$ cat config.mk
export PLATFORM = sky130hd
export DESIGN_NAME = led_mode_frame_driver
export DESIGN_NICKNAME = d
export VERILOG_FILES = /design/src/rtl/lmfd_pkg.sv /design/src/rtl/lmfd_cfg.sv /design/src/rtl/lmfd_scan.sv /design/src/rtl/led_mode_frame_driver.sv
export SDC_FILE = /design/constraint.sdc
export NUM_CORES = 1
export LEC_CHECK = 0
export BUFFER_PORTS_ARGS = -buffer_cell sky130_fd_sc_hd__buf_2
export CORE_UTILIZATION = 30
export DETAILED_ROUTE_END_ITERATION = 16
export PLACE_DENSITY = 0.48
export SETUP_SLACK_MARGIN = 0.05
export SLEW_MARGIN = 25
export SYNTH_ARGS = -nofsm -noshare
export SYNTH_HDL_FRONTEND = slang
export SYNTH_SLANG_ARGS = --single-unit
$ cat constraint.sdc
create_clock -name clk -period 7.5 [get_ports clk]
set_clock_uncertainty 0.05 [all_clocks]
set_input_delay 1.125 -clock clk [delete_from_list [all_inputs] [get_ports clk]]
set_output_delay 1.125 -clock clk [all_outputs]
set_load 0.01 [all_outputs]
$ cat src/rtl/lmfd_pkg.sv
// Package: shared types and constants for the LED mode frame driver.
`timescale 1ns / 1ps
package lmfd_pkg;

  localparam int unsigned FRAME_W  = 24;
  localparam int unsigned TICK_W   = 9;
  localparam int unsigned SLOW_BIT = 8;
  localparam int unsigned FAST_BIT = 6;

  localparam logic [1:0] OP_TICK  = 2'd0;
  localparam logic [1:0] OP_SET   = 2'd1;
  localparam logic [1:0] OP_PULSE = 2'd2;
  localparam logic [1:0] OP_READ  = 2'd3;

  localparam logic [1:0] MODE_OFF  = 2'd0;
  localparam logic [1:0] MODE_ON   = 2'd1;
  localparam logic [1:0] MODE_SLOW = 2'd2;
  localparam logic [1:0] MODE_FAST = 2'd3;

  localparam logic KIND_FRAME = 1'b0;
  localparam logic KIND_READ  = 1'b1;

  localparam logic REG_ACTIVE_HIGH = 1'b0;

  typedef struct packed {
    logic [1:0]  opcode;
    logic [4:0]  led_index;
    logic [1:0]  mode_value;
    logic [15:0] pulse_length;
  } lmfd_in_t;

  typedef struct packed {
    logic        result_kind;
    logic [23:0] frame_bits;
    logic [1:0]  mode_readback;
  } lmfd_out_t;

  typedef struct packed {
    logic        shift_en;
    logic        set_mode;
    logic        set_pulse;
    logic [4:0]  led_index;
    logic [1:0]  mode_value;
    logic [15:0] pulse_length;
    logic        slow_phase;
    logic        fast_phase;
  } lmfd_ctrl_t;

endpackage

$ cat src/rtl/lmfd_cfg.sv
// APB configuration register holding the output polarity.
`timescale 1ns / 1ps
module lmfd_cfg (
  input  logic        clk,
  input  logic        rst_n,
  input  logic        psel,
  input  logic        penable,
  input  logic        pwrite,
  input  logic [2:0]  paddr,
  input  logic [31:0] pwdata,
  output logic [31:0] prdata,
  output logic        pready,
  output logic        active_high
);
  import lmfd_pkg::*;

  logic active_high_r;
  logic active_high_nxt;
  logic wr_hit;

  assign pready = 1'b1;
  assign wr_hit = psel && penable && pwrite && (paddr[2] == REG_ACTIVE_HIGH);

  always_comb begin
    active_high_nxt = active_high_r;
    if (wr_hit) begin
      active_high_nxt = pwdata[0];
    end
  end

  always_ff @(posedge clk) begin
    if (!rst_n) begin
      active_high_r <= 1'b1;
    end else begin
      active_high_r <= active_high_nxt;
    end
  end

  assign prdata      = (paddr[2] == REG_ACTIVE_HIGH) ? {31'd0, active_high_r} : 32'd0;
  assign active_high = active_high_r;

endmodule

$ cat src/rtl/lmfd_scan.sv
// LED state store, rotated one LED per cycle during a tick scan.
`timescale 1ns / 1ps
module lmfd_scan #(
  parameter int unsigned LED_COUNT = 20
) (
  input  logic                 clk,
  input  logic                 rst_n,
  input  lmfd_pkg::lmfd_ctrl_t ctrl,
  output logic [1:0]           rd_mode,
  output logic [23:0]          word
);
  import lmfd_pkg::*;

  localparam int unsigned IDXW = (LED_COUNT > 1) ? $clog2(LED_COUNT) : 1;

  logic [1:0]         mode_r    [LED_COUNT];
  logic [1:0]         mode_nxt  [LED_COUNT];
  logic [15:0]        pulse_r   [LED_COUNT];
  logic [15:0]        pulse_nxt [LED_COUNT];
  logic [FRAME_W-1:0] sh_r;
  logic [FRAME_W-1:0] sh_nxt;
  logic [IDXW-1:0]    idx;
  logic               lit;
  logic [15:0]        head_pulse;

  assign idx = ctrl.led_index[IDXW-1:0];

  // head LED: lamp state for this tick and its decremented pulse
  always_comb begin
    case (mode_r[0])
      MODE_ON:   lit = 1'b1;
      MODE_SLOW: lit = ctrl.slow_phase;
      MODE_FAST: lit = ctrl.fast_phase;
      default:   lit = 1'b0;
    endcase
    if (pulse_r[0] != 16'd0) begin
      lit = 1'b1;
    end
    head_pulse = (pulse_r[0] != 16'd0) ? (pulse_r[0] - 16'd1) : 16'd0;
  end

  always_comb begin
    for (int i = 0; i < LED_COUNT; i++) begin
      mode_nxt[i]  = mode_r[i];
      pulse_nxt[i] = pulse_r[i];
    end
    sh_nxt = sh_r;
    if (ctrl.shift_en) begin
      for (int i = 0; i < LED_COUNT - 1; i++) begin
        mode_nxt[i]  = mode_r[i+1];
        pulse_nxt[i] = pulse_r[i+1];
      end
      mode_nxt[LED_COUNT-1]  = mode_r[0];
      pulse_nxt[LED_COUNT-1] = head_pulse;
      sh_nxt = {lit, sh_r[FRAME_W-1:1]};
    end else begin
      if (ctrl.set_mode) begin
        mode_nxt[idx] = ctrl.mode_value;
      end
      if (ctrl.set_pulse) begin
        pulse_nxt[idx] = ctrl.pulse_length;
      end
    end
  end

  always_ff @(posedge clk) begin
    if (!rst_n) begin
      for (int i = 0; i < LED_COUNT; i++) begin
        mode_r[i]  <= MODE_OFF;
        pulse_r[i] <= 16'd0;
      end
    end else begin
      for (int i = 0; i < LED_COUNT; i++) begin
        mode_r[i]  <= mode_nxt[i];
        pulse_r[i] <= pulse_nxt[i];
      end
    end
  end

  always_ff @(posedge clk) begin
    sh_r <= sh_nxt;
  end

  assign rd_mode = mode_r[idx];
  assign word    = FRAME_W'(sh_r >> (FRAME_W - LED_COUNT));

endmodule

$ cat src/rtl/led_mode_frame_driver.sv
// Top level: command sequencer, frame change detection and result register.
//
// Usage. Commands enter on in_data when start is high and busy is low.
// Set mode and start pulse are absorbed in the accepting cycle and give no
// result; busy stays low. Read mode gives a readback transaction on the
// out_ ports in the cycle after acceptance. A tick walks the LED store one
// LED per cycle: busy stays high through this serial scan and the end state
// that follows it, so no new command is taken during a tick. In the end state
// the frame, when it differs from the previous one or is the first, is
// registered onto the out_ ports. Each result is shown for exactly one cycle
// with out_valid high; the receiver cannot stall and must take it then.
// Polarity is set through the APB port (register 0, active_high); the user
// must set it only while the block is idle, which the block does not enforce.
// Synchronous reset clears all modes and pulses, the tick count and the
// first-frame flag, and sets active_high.
`timescale 1ns / 1ps
module led_mode_frame_driver #(
  parameter int unsigned LED_COUNT = 20
) (
  input  logic                clk,
  input  logic                rst_n,
  input  logic                start,
  output logic                busy,
  input  lmfd_pkg::lmfd_in_t  in_data,
  output logic                out_valid,
  output lmfd_pkg::lmfd_out_t out_data,
  input  logic                psel,
  input  logic                penable,
  input  logic                pwrite,
  input  logic [2:0]          paddr,
  input  logic [31:0]         pwdata,
  output logic [31:0]         prdata,
  output logic                pready
);
  import lmfd_pkg::*;

  localparam int unsigned CNTW = (LED_COUNT > 1) ? $clog2(LED_COUNT) : 1;

  localparam logic [1:0] ST_IDLE = 2'd0;
  localparam logic [1:0] ST_SCAN = 2'd1;
  localparam logic [1:0] ST_FIN  = 2'd2;

  logic [1:0]         state_r, state_nxt;
  logic [CNTW-1:0]    cnt_r, cnt_nxt;
  logic [TICK_W-1:0]  tick_r, tick_nxt;
  logic [FRAME_W-1:0] prev_r, prev_nxt;
  logic               sent_r, sent_nxt;
  logic               out_valid_r, out_valid_nxt;
  lmfd_out_t          out_r, out_nxt;
  logic               accept;
  logic               in_range;
  logic               active_high;
  logic [1:0]         rd_mode;
  logic [FRAME_W-1:0] word;
  lmfd_ctrl_t         ctrl;

  lmfd_cfg u_cfg (
    .clk         (clk),
    .rst_n       (rst_n),
    .psel        (psel),
    .penable     (penable),
    .pwrite      (pwrite),
    .paddr       (paddr),
    .pwdata      (pwdata),
    .prdata      (prdata),
    .pready      (pready),
    .active_high (active_high)
  );

  lmfd_scan #(.LED_COUNT(LED_COUNT)) u_scan (
    .clk     (clk),
    .rst_n   (rst_n),
    .ctrl    (ctrl),
    .rd_mode (rd_mode),
    .word    (word)
  );

  assign busy     = (state_r != ST_IDLE);
  assign accept   = start && !busy;
  assign in_range = (32'(in_data.led_index) < LED_COUNT);

  always_comb begin
    ctrl.shift_en     = (state_r == ST_SCAN);
    ctrl.set_mode     = accept && (in_data.opcode == OP_SET) && in_range;
    ctrl.set_pulse    = accept && (in_data.opcode == OP_PULSE) && in_range;
    ctrl.led_index    = in_data.led_index;
    ctrl.mode_value   = in_data.mode_value;
    ctrl.pulse_length = in_data.pulse_length;
    ctrl.slow_phase   = tick_r[SLOW_BIT];
    ctrl.fast_phase   = tick_r[FAST_BIT];
  end

  always_comb begin
    state_nxt     = state_r;
    cnt_nxt       = cnt_r;
    tick_nxt      = tick_r;
    prev_nxt      = prev_r;
    sent_nxt      = sent_r;
    out_valid_nxt = 1'b0;
    out_nxt       = out_r;
    case (state_r)
      ST_IDLE: begin
        if (accept) begin
          if (in_data.opcode == OP_TICK) begin
            tick_nxt  = tick_r + 1'b1;
            cnt_nxt   = '0;
            state_nxt = ST_SCAN;
          end else if (in_data.opcode == OP_READ) begin
            out_valid_nxt         = 1'b1;
            out_nxt.result_kind   = KIND_READ;
            out_nxt.frame_bits    = '0;
            out_nxt.mode_readback = in_range ? rd_mode : MODE_OFF;
          end
        end
      end
      ST_SCAN: begin
        cnt_nxt = cnt_r + 1'b1;
        if (cnt_r == CNTW'(LED_COUNT - 1)) begin
          state_nxt = ST_FIN;
        end
      end
      ST_FIN: begin
        state_nxt = ST_IDLE;
        if (!sent_r || (word != prev_r)) begin
          prev_nxt              = word;
          sent_nxt              = 1'b1;
          out_valid_nxt         = 1'b1;
          out_nxt.result_kind   = KIND_FRAME;
          out_nxt.frame_bits    = active_high ? word : ~word;
          out_nxt.mode_readback = MODE_OFF;
        end
      end
      default: begin
        state_nxt = ST_IDLE;
      end
    endcase
  end

  always_ff @(posedge clk) begin
    if (!rst_n) begin
      state_r     <= ST_IDLE;
      cnt_r       <= '0;
      tick_r      <= '0;
      prev_r      <= '0;
      sent_r      <= 1'b0;
      out_valid_r <= 1'b0;
    end else begin
      state_r     <= state_nxt;
      cnt_r       <= cnt_nxt;
      tick_r      <= tick_nxt;
      prev_r      <= prev_nxt;
      sent_r      <= sent_nxt;
      out_valid_r <= out_valid_nxt;
    end
  end

  always_ff @(posedge clk) begin
    out_r <= out_nxt;
  end

  assign out_valid = out_valid_r;
  assign out_data  = out_r;

  a_read_frame_zero : assert property (@(posedge clk) disable iff (!rst_n)
    out_valid && (out_data.result_kind == KIND_READ) |-> out_data.frame_bits == '0)
    else $error("readback transaction carries frame bits");

  a_frame_mode_zero : assert property (@(posedge clk) disable iff (!rst_n)
    out_valid && (out_data.result_kind == KIND_FRAME) |-> out_data.mode_readback == MODE_OFF)
    else $error("frame transaction carries a readback mode");

  a_frame_after_fin : assert property (@(posedge clk) disable iff (!rst_n)
    out_valid && (out_data.result_kind == KIND_FRAME) |-> $past(state_r) == ST_FIN)
    else $error("frame emitted outside the end of a scan");

  a_scan_count : assert property (@(posedge clk) disable iff (!rst_n)
    (state_r == ST_SCAN) |-> 32'(cnt_r) < LED_COUNT)
    else $error("scan counter beyond LED count");

  a_fin_to_idle : assert property (@(posedge clk) disable iff (!rst_n)
    (state_r == ST_FIN) |=> (state_r == ST_IDLE) && sent_r)
    else $error("scan end did not return to idle with a frame recorded");

endmodule
==> reports/qor.yml, run 1 <==
min_path:
  hp-class: "flip-flop to flip-flop"
  min_from: "prev_r[18]$_SDFFE_PN0P_"
layout:
  antenna_cells: 0
  final_common_cell: "nor2_1"
  multi_input_area_um2: 9640
  final_net_count: 2229
  finish.utilization_pct: 34.0
  nFillCells: 6803
  syn_to_final_growth_pct: 12.3
  layout.cells.non_filler: 3057
  final_cell_mix: "444 x nor2_1, 397 x dfxtp_1, 297 x o21ai_0, 279 x o211a_1, 94 x a21oi_1"
  seq_area_um2: 9310
  layout-drive-gt1-share_pct: 12.1
die:
  coreArea_um2: 65700
  die_w_um: 260
  die_y_um: 260
  die-area_um2: 67500
  start_util_pct: 30.3
  ios: 128
  fp-row-count: 94
setup_path:
  required_ns: 7.99
  worst-path-buf-inv: 4
  cp_max_fo: 86
  crit_start: "state_r[1]$_SDFFE_PN0P_"
  reg2reg_from: "state_r[1]$_SDFFE_PN0P_"
  critical_path_class: "flip-flop to flip-flop"
  worstPathArrival_ns: 4.24
  crit_chain: "buf_4, inv_2, nand2_4, buf_4, buf_4, nor2_1, o21ai_0, o211a_1"
  critPathMaxStageDelay_ns: 0.77
  rrSetupSlack_ns: 3.75
  cpMaxStageDelayCell: "buf_4"
  cp-start-kind: "flip-flop"
  worstSetupEndpointType: "flip-flop"
  crit_family: "buffers and inverters"
  cp_common_cell: "buf_4"
synthesis:
  synth_edf_count: 44
  synth_cell_type_count: 67
  yosys_warnings: 0
  netlist_instances: 2194
  synth_seq_cells: 443
  synthFlopType: "dfxtp_1"
  yosysTopAreaCellShare_pct: 40.1
  synthTopCellsByArea: "dfxtp_1 40%, o211a_1 14%, nor2_1 8.6%"
  syn_avg_cell_area_um2: 9.09
  yosysTopAreaCell: "dfxtp_1"
  synthArstFlopShare_pct: 0
  ys_seq_area_share_pct: 46.7
  synth_area_um2: 19900
timing:
  min_period_ns: 3.75
  slew_viol_final: 0
  fin_setup_tns_ns: 0
  fmax_mhz: 267
  worstMarginPinSlew_ns: 1.09
  relSlewSlack_pct: 27.0
  setup_viol: 0
  hold_violations: 0
  period_share_pct: 50.0
  rsz0062_at_grt: "false"
placed_design:
  placedCellCount: 2971
  place.gp.congestion: 0.825
  hpwl_mm: 37.8
  port_buffers: 62
drt:
  viasPerCell: 5.43
  drt_iter0_markers: 1443
  drtAntennaViolNets: 0
  totalWireLength_mm: 61.1
  vias: 16614
  wl_per_cell_um: 20.0
  drc: 0
  first_pass_iters: 5
run:
  drv_cap: 0
grt:
  grt_pass1_wl_mm: 94.6
  antenna_found_initial: 3
  grt_max_degree: 119
  grt_overflow_total: 0
  grt_usage_pct: 17.8
  grt_pass1_vias: 15966
cts:
  cts_resized: 0
  cts_hold_buffers: 0
  cts_max_level: 2
  insertion_delay_ns: 0.60
  clkSlewWorstSetupHoldPaths_ns: 0.06
  clk_path_buf_depth: 3
  clock_sinks: 443
  cts-buffers-inserted: 48
  cts_setup_buffers: 0
  cts_tree: "built"
  root_buffer: "clkbuf_16"
pwr:
  vdd_drop_max_mv: 0.156
  power_density_nw_per_um2: 247
  power.leakage_nw: 11.7
status:
  outcome: "completed"
flip-flops by register name (all words and copies together) (netlist names):
signal / count
prev_r: 20
u_cfg.active_high: 1
out_valid: 1
tick_r: 9
u_scan.sh_r: 20
out_data: 24
u_scan.mode_r: 40
sent_r: 1
u_scan.pulse_r: 320
cnt_r: 5
state_r: 2
cell families after synthesis:
family | synth area share, %
AO/OA/AOI/OAI | 30.5
AND/OR/NAND/NOR | 12.5
flip-flops | 46.7
buffers and inverters | 5.84
XOR/XNOR | 2.77
multiplexers | 1.39
adder cells (fa/ha/maj) | 0.251
other | 0.0377
stage by stage:
| stage | hold slack (ns) | total power [mW] | area [um2] | setup WS (ns) |
|---|---|---|---|---|
| 6_report | 0.443 | 5.53 | 22400 | 3.75 |
| 5_1_grt | 0.460 | 5.75 | 22400 | 3.53 |
| 4_1_cts | 0.447 | 5.58 | 22300 | 3.65 |
| 3_5_place_dp | 0.430 | 3.25 | 20800 | 3.37 |
| 3_3_place_gp | 0.427 | 3.24 | 20800 | 3.21 |
| 2_1_floorplan | 0.412 | 3.07 | 20000 | 4.27 |
where the power goes:
group	internal, mW	total [mW]	switching [mW]
clock network	1.33	2.32	0.986
logic	0.217	0.602	0.385
registers	2.53	2.61	0.0814
Yosys cell counts (6+ instances only):
library cell  instances
nor2_1              457
dfxtp_1             399
o21ai_0             298
o211a_1             279
clkbuf_1            143
a21oi_1              94
edfxtp_1             44
xor2_1               43
buf_4                41
buf_2                34
nand2_1              33
a211oi_1             32
a31oi_1              24
inv_1                24
o221a_2              24
xnor2_1              20
nor3_1               19
a41oi_1              16
a2bb2oi_1            12
a22o_1               10
buf_1                10
mux4_2               10
a22o_2                9
nand4_1               9
nand3_1               8
o21bai_1              7
nor4_1                6
cell type report:
type	instances	share of cell area [%]
multi-input cells	1525	43.0
clock buffers	72	6.31
inverters	27	0.458
flip-flops and latches	443	41.6
clock inverters	12	0.430
repair buffers	114	3.33
well taps	864	4.83
final timing paths:
kind,to,depth (start not counted)
max,u_scan.pulse_r[6][1]$_SDFFE_PN0P_,8
min,prev_r[18]$_SDFFE_PN0P_,1
max reg2reg,u_scan.pulse_r[6][1]$_SDFFE_PN0P_,8
min reg2reg,prev_r[18]$_SDFFE_PN0P_,1
routing by layer:
metal | part of all wire [%] | up-vias | GRT usage [%]
met5 | 0 | - | 0
met4 | 2.3 | 0 | 5.59
met3 | 5.5 | 90 | 2.97
met2 | 45 | 438 | 27.5
met1 | 47 | 8267 | 24.9
li1 | - | 7819 | -
(Power assumes the default switching activity.)
==> run 2: changes to the inputs <==
==> constraint.sdc (replaced) <==
create_clock -name clk -period 3.52 [get_ports clk]
set_clock_uncertainty 0.05 [all_clocks]
set_input_delay 0.528 -clock clk [delete_from_list [all_inputs] [get_ports clk]]
set_output_delay 0.528 -clock clk [all_outputs]
set_load 0.01 [all_outputs]
==> reports/qor.yml, run 2 (synthesized netlist as in run 1, its figures left out) <==
die:
  die_y_um: 260  # unchanged
  fp-row-count: 94  # unchanged
  die_w_um: 260  # unchanged
  die-area_um2: 67500  # unchanged
  coreArea_um2: 65700  # unchanged
  ios: 128  # unchanged
  start_util_pct: 30.3  # unchanged
layout:
  seq_area_um2: 9310  # unchanged
  final_common_cell: "nor2_1"
  final_net_count: 2263  # +1.5%
  syn_to_final_growth_pct: 13.9
  multi_input_area_um2: 9600  # -0.40%
  largest_register_ffs: 320  # unchanged
  regMostFlops: "u_scan.pulse_r"
  layout-drive-gt1-share_pct: 13.1  # +1.0 points
  final_cell_mix: "455 x nor2_1, 397 x dfxtp_1, 297 x o21ai_0, 279 x o211a_1, 94 x a21oi_1"
  nFillCells: 6810  # +0.10%
placed_design:
  place.gp.congestion: 0.865  # +4.9%
  pre_cts_slack_ns: 0.692  # -2.68 ns
  port_buffers: 62  # unchanged
  hpwl_mm: 37.9  # +0.18%
grt:
  grt_usage_pct: 17.6  # -0.20 points
  grt_max_degree: 146  # +23%
  antenna_found_initial: 0  # -3
  grt_overflow_total: 0  # unchanged
  grt_pass1_vias: 16227  # +1.6%
  grt_pass1_wl_mm: 93.8  # -0.85%
cts:
  root_buffer: "clkbuf_16"
  cts-buffers-inserted: 50  # +4.2%
  cts_hold_buffers: 0  # unchanged
  cts_resized: 0  # unchanged
  clock_sinks: 443  # unchanged
  cts_setup_buffers: 0  # unchanged
  clk_path_buf_depth: 3  # unchanged
  insertion_delay_ns: 0.60  # about the same
  cts_max_level: 2  # unchanged
  clkSlewWorstSetupHoldPaths_ns: 0.06  # about the same
  cts_tree: "built"
timing:
  worst_slack_ns: 0.837  # -2.91 ns
  fin_setup_tns_ns: 0  # unchanged
  worstMarginPinSlew_ns: 1.05  # -0.0388 ns
  period_share_pct: 76.2  # +26 points
  fmax_mhz: 373  # +40%
  relSlewSlack_pct: 29.5  # +2.5 points
  hold_violations: 0  # unchanged
  min_period_ns: 2.68  # -1.07 ns
  slew_viol_final: 0  # unchanged
  rsz0062_at_grt: "false"
  setup_viol: 0  # unchanged
pwr:
  p_int_mw: 8.90  # +120%
  vdd_drop_max_mv: 0.279  # +79%
  seqPwrFrac_pct: 46.3  # -0.9 points
  power.leakage_nw: 11.9  # +2.0%
  power_density_nw_per_um2: 529  # +110%
  comb_power_share_pct: 10.7  # -0.2 points
  power.switching_mw: 3.11  # +110%
  clkPwrFrac_pct: 42.9  # +1.0 points
  p_sw_share_pct: 25.9  # -0.40 points
setup_path:
  critPathMaxStageDelay_ns: 0.65  # -0.12 ns
  cp-start-kind: "flip-flop"
  cpMaxStageDelayCell: "o21ai_2"
  critical_path_class: "flip-flop to flip-flop"
  crit_chain: "nor3_1, nand4_1, o21ai_2, a2bb2oi_1, a21oi_1"
  cp_max_fo: 16  # -81%
  worstSetupEndpointType: "flip-flop"
  required_ns: 3.90  # -4.09 ns
  worstPathArrival_ns: 3.06  # -1.18 ns
min_path:
  hp-class: "input port to flip-flop"
run:
  drv_cap: 0  # unchanged
drt:
  first_pass_iters: 5  # unchanged
  drc: 0  # unchanged
  totalWireLength_mm: 60.2  # -1.5%
  drt_iter0_markers: 1399  # -3.0%
  vias: 16624  # +0.060%
  drtAntennaViolNets: 0  # unchanged
  wl_per_cell_um: 19.4  # -2.7%
  viasPerCell: 5.37  # -1.2%
status:
  outcome: "completed"
==> run 2: changes by cell type in the layout (fill, tap and decap cells not counted), moves of 2 or more <==
cell	previous run	this run
clkbuf_1	13	16
buf_4	47	81
buf_6	4	0
clkbuf_8	10	12
nor2_1	444	455
nor2_2	17	6
inv_6	0	2
clkinv_1	5	0
buf_12	0	3
==> run 2: power by group through the flow <==
| stage | clock network, mW | logic [mW] | registers [mW] |
|---|---|---|---|
| after floorplan | 0 | 0.911 | 5.62 |
| after global placement | 0 | 1.27 | 5.66 |
| after detailed placement | 0 | 1.28 | 5.67 |
| after CTS | 5.30 | 1.29 | 5.56 |
| after global routing | 5.50 | 1.42 | 5.60 |
| final | 5.15 | 1.29 | 5.57 |
==> run 2: cell type report <==
type,instances,area share [%]
Timing Repair Buffer,146,4.35
Tap cell,864,4.76
Sequential cell,443,41.0
Clock buffer,79,6.53
Inverter,27,0.446
Clock inverter,11,0.606
Multi-Input combinational cell,1525,42.3
Antenna cell,1,0.0110
==> run 2: critical path, delay by kind of cell (launching register included) <==
kind,cells,cell delay (ns)
AND/OR/NAND/NOR,2,0.95
AO/OA/AOI/OAI,3,1.12
flip-flops,1,0.39
==> run 2: path summary, 6_finish.rpt <==
path,startpoint,endpoint,slack [ns],cells past startpoint
setup / recovery,u_scan.pulse_r[0][4]$_SDFFE_PN0P_,u_scan.pulse_r[19][4]$_SDFFE_PN0P_,0.84,5
hold / removal,pwdata[0],u_cfg.active_high$_SDFFE_PN1P_,0.10,3
setup reg to reg,u_scan.pulse_r[0][4]$_SDFFE_PN0P_,u_scan.pulse_r[19][4]$_SDFFE_PN0P_,0.84,5
hold reg to reg,prev_r[17]$_SDFFE_PN0P_,prev_r[17]$_SDFFE_PN0P_,0.44,1
==> run 2: layer usage <==
metal	wire, um	track usage [%]
met2	26300	26.9
met1	28900	24.6
met5	0	0
met3	3330	2.96
met4	1590	6.29
==> run 2: stage by stage <==
stage                     utilization [%]  instances  total power [mW]  hold WS (ns)  instance area [um2]
after floorplan                         -       2224              6.53         0.412                20000
after global placement               32.0       3005              6.93         0.427                21100
after detailed placement             32.1       3005              6.95         0.425                21100
after CTS                            34.5       3095              12.1        0.0689                22700
after global routing                 34.5       3095              12.5        0.0862                22700
final                                34.5       3096              12.0         0.102                22700
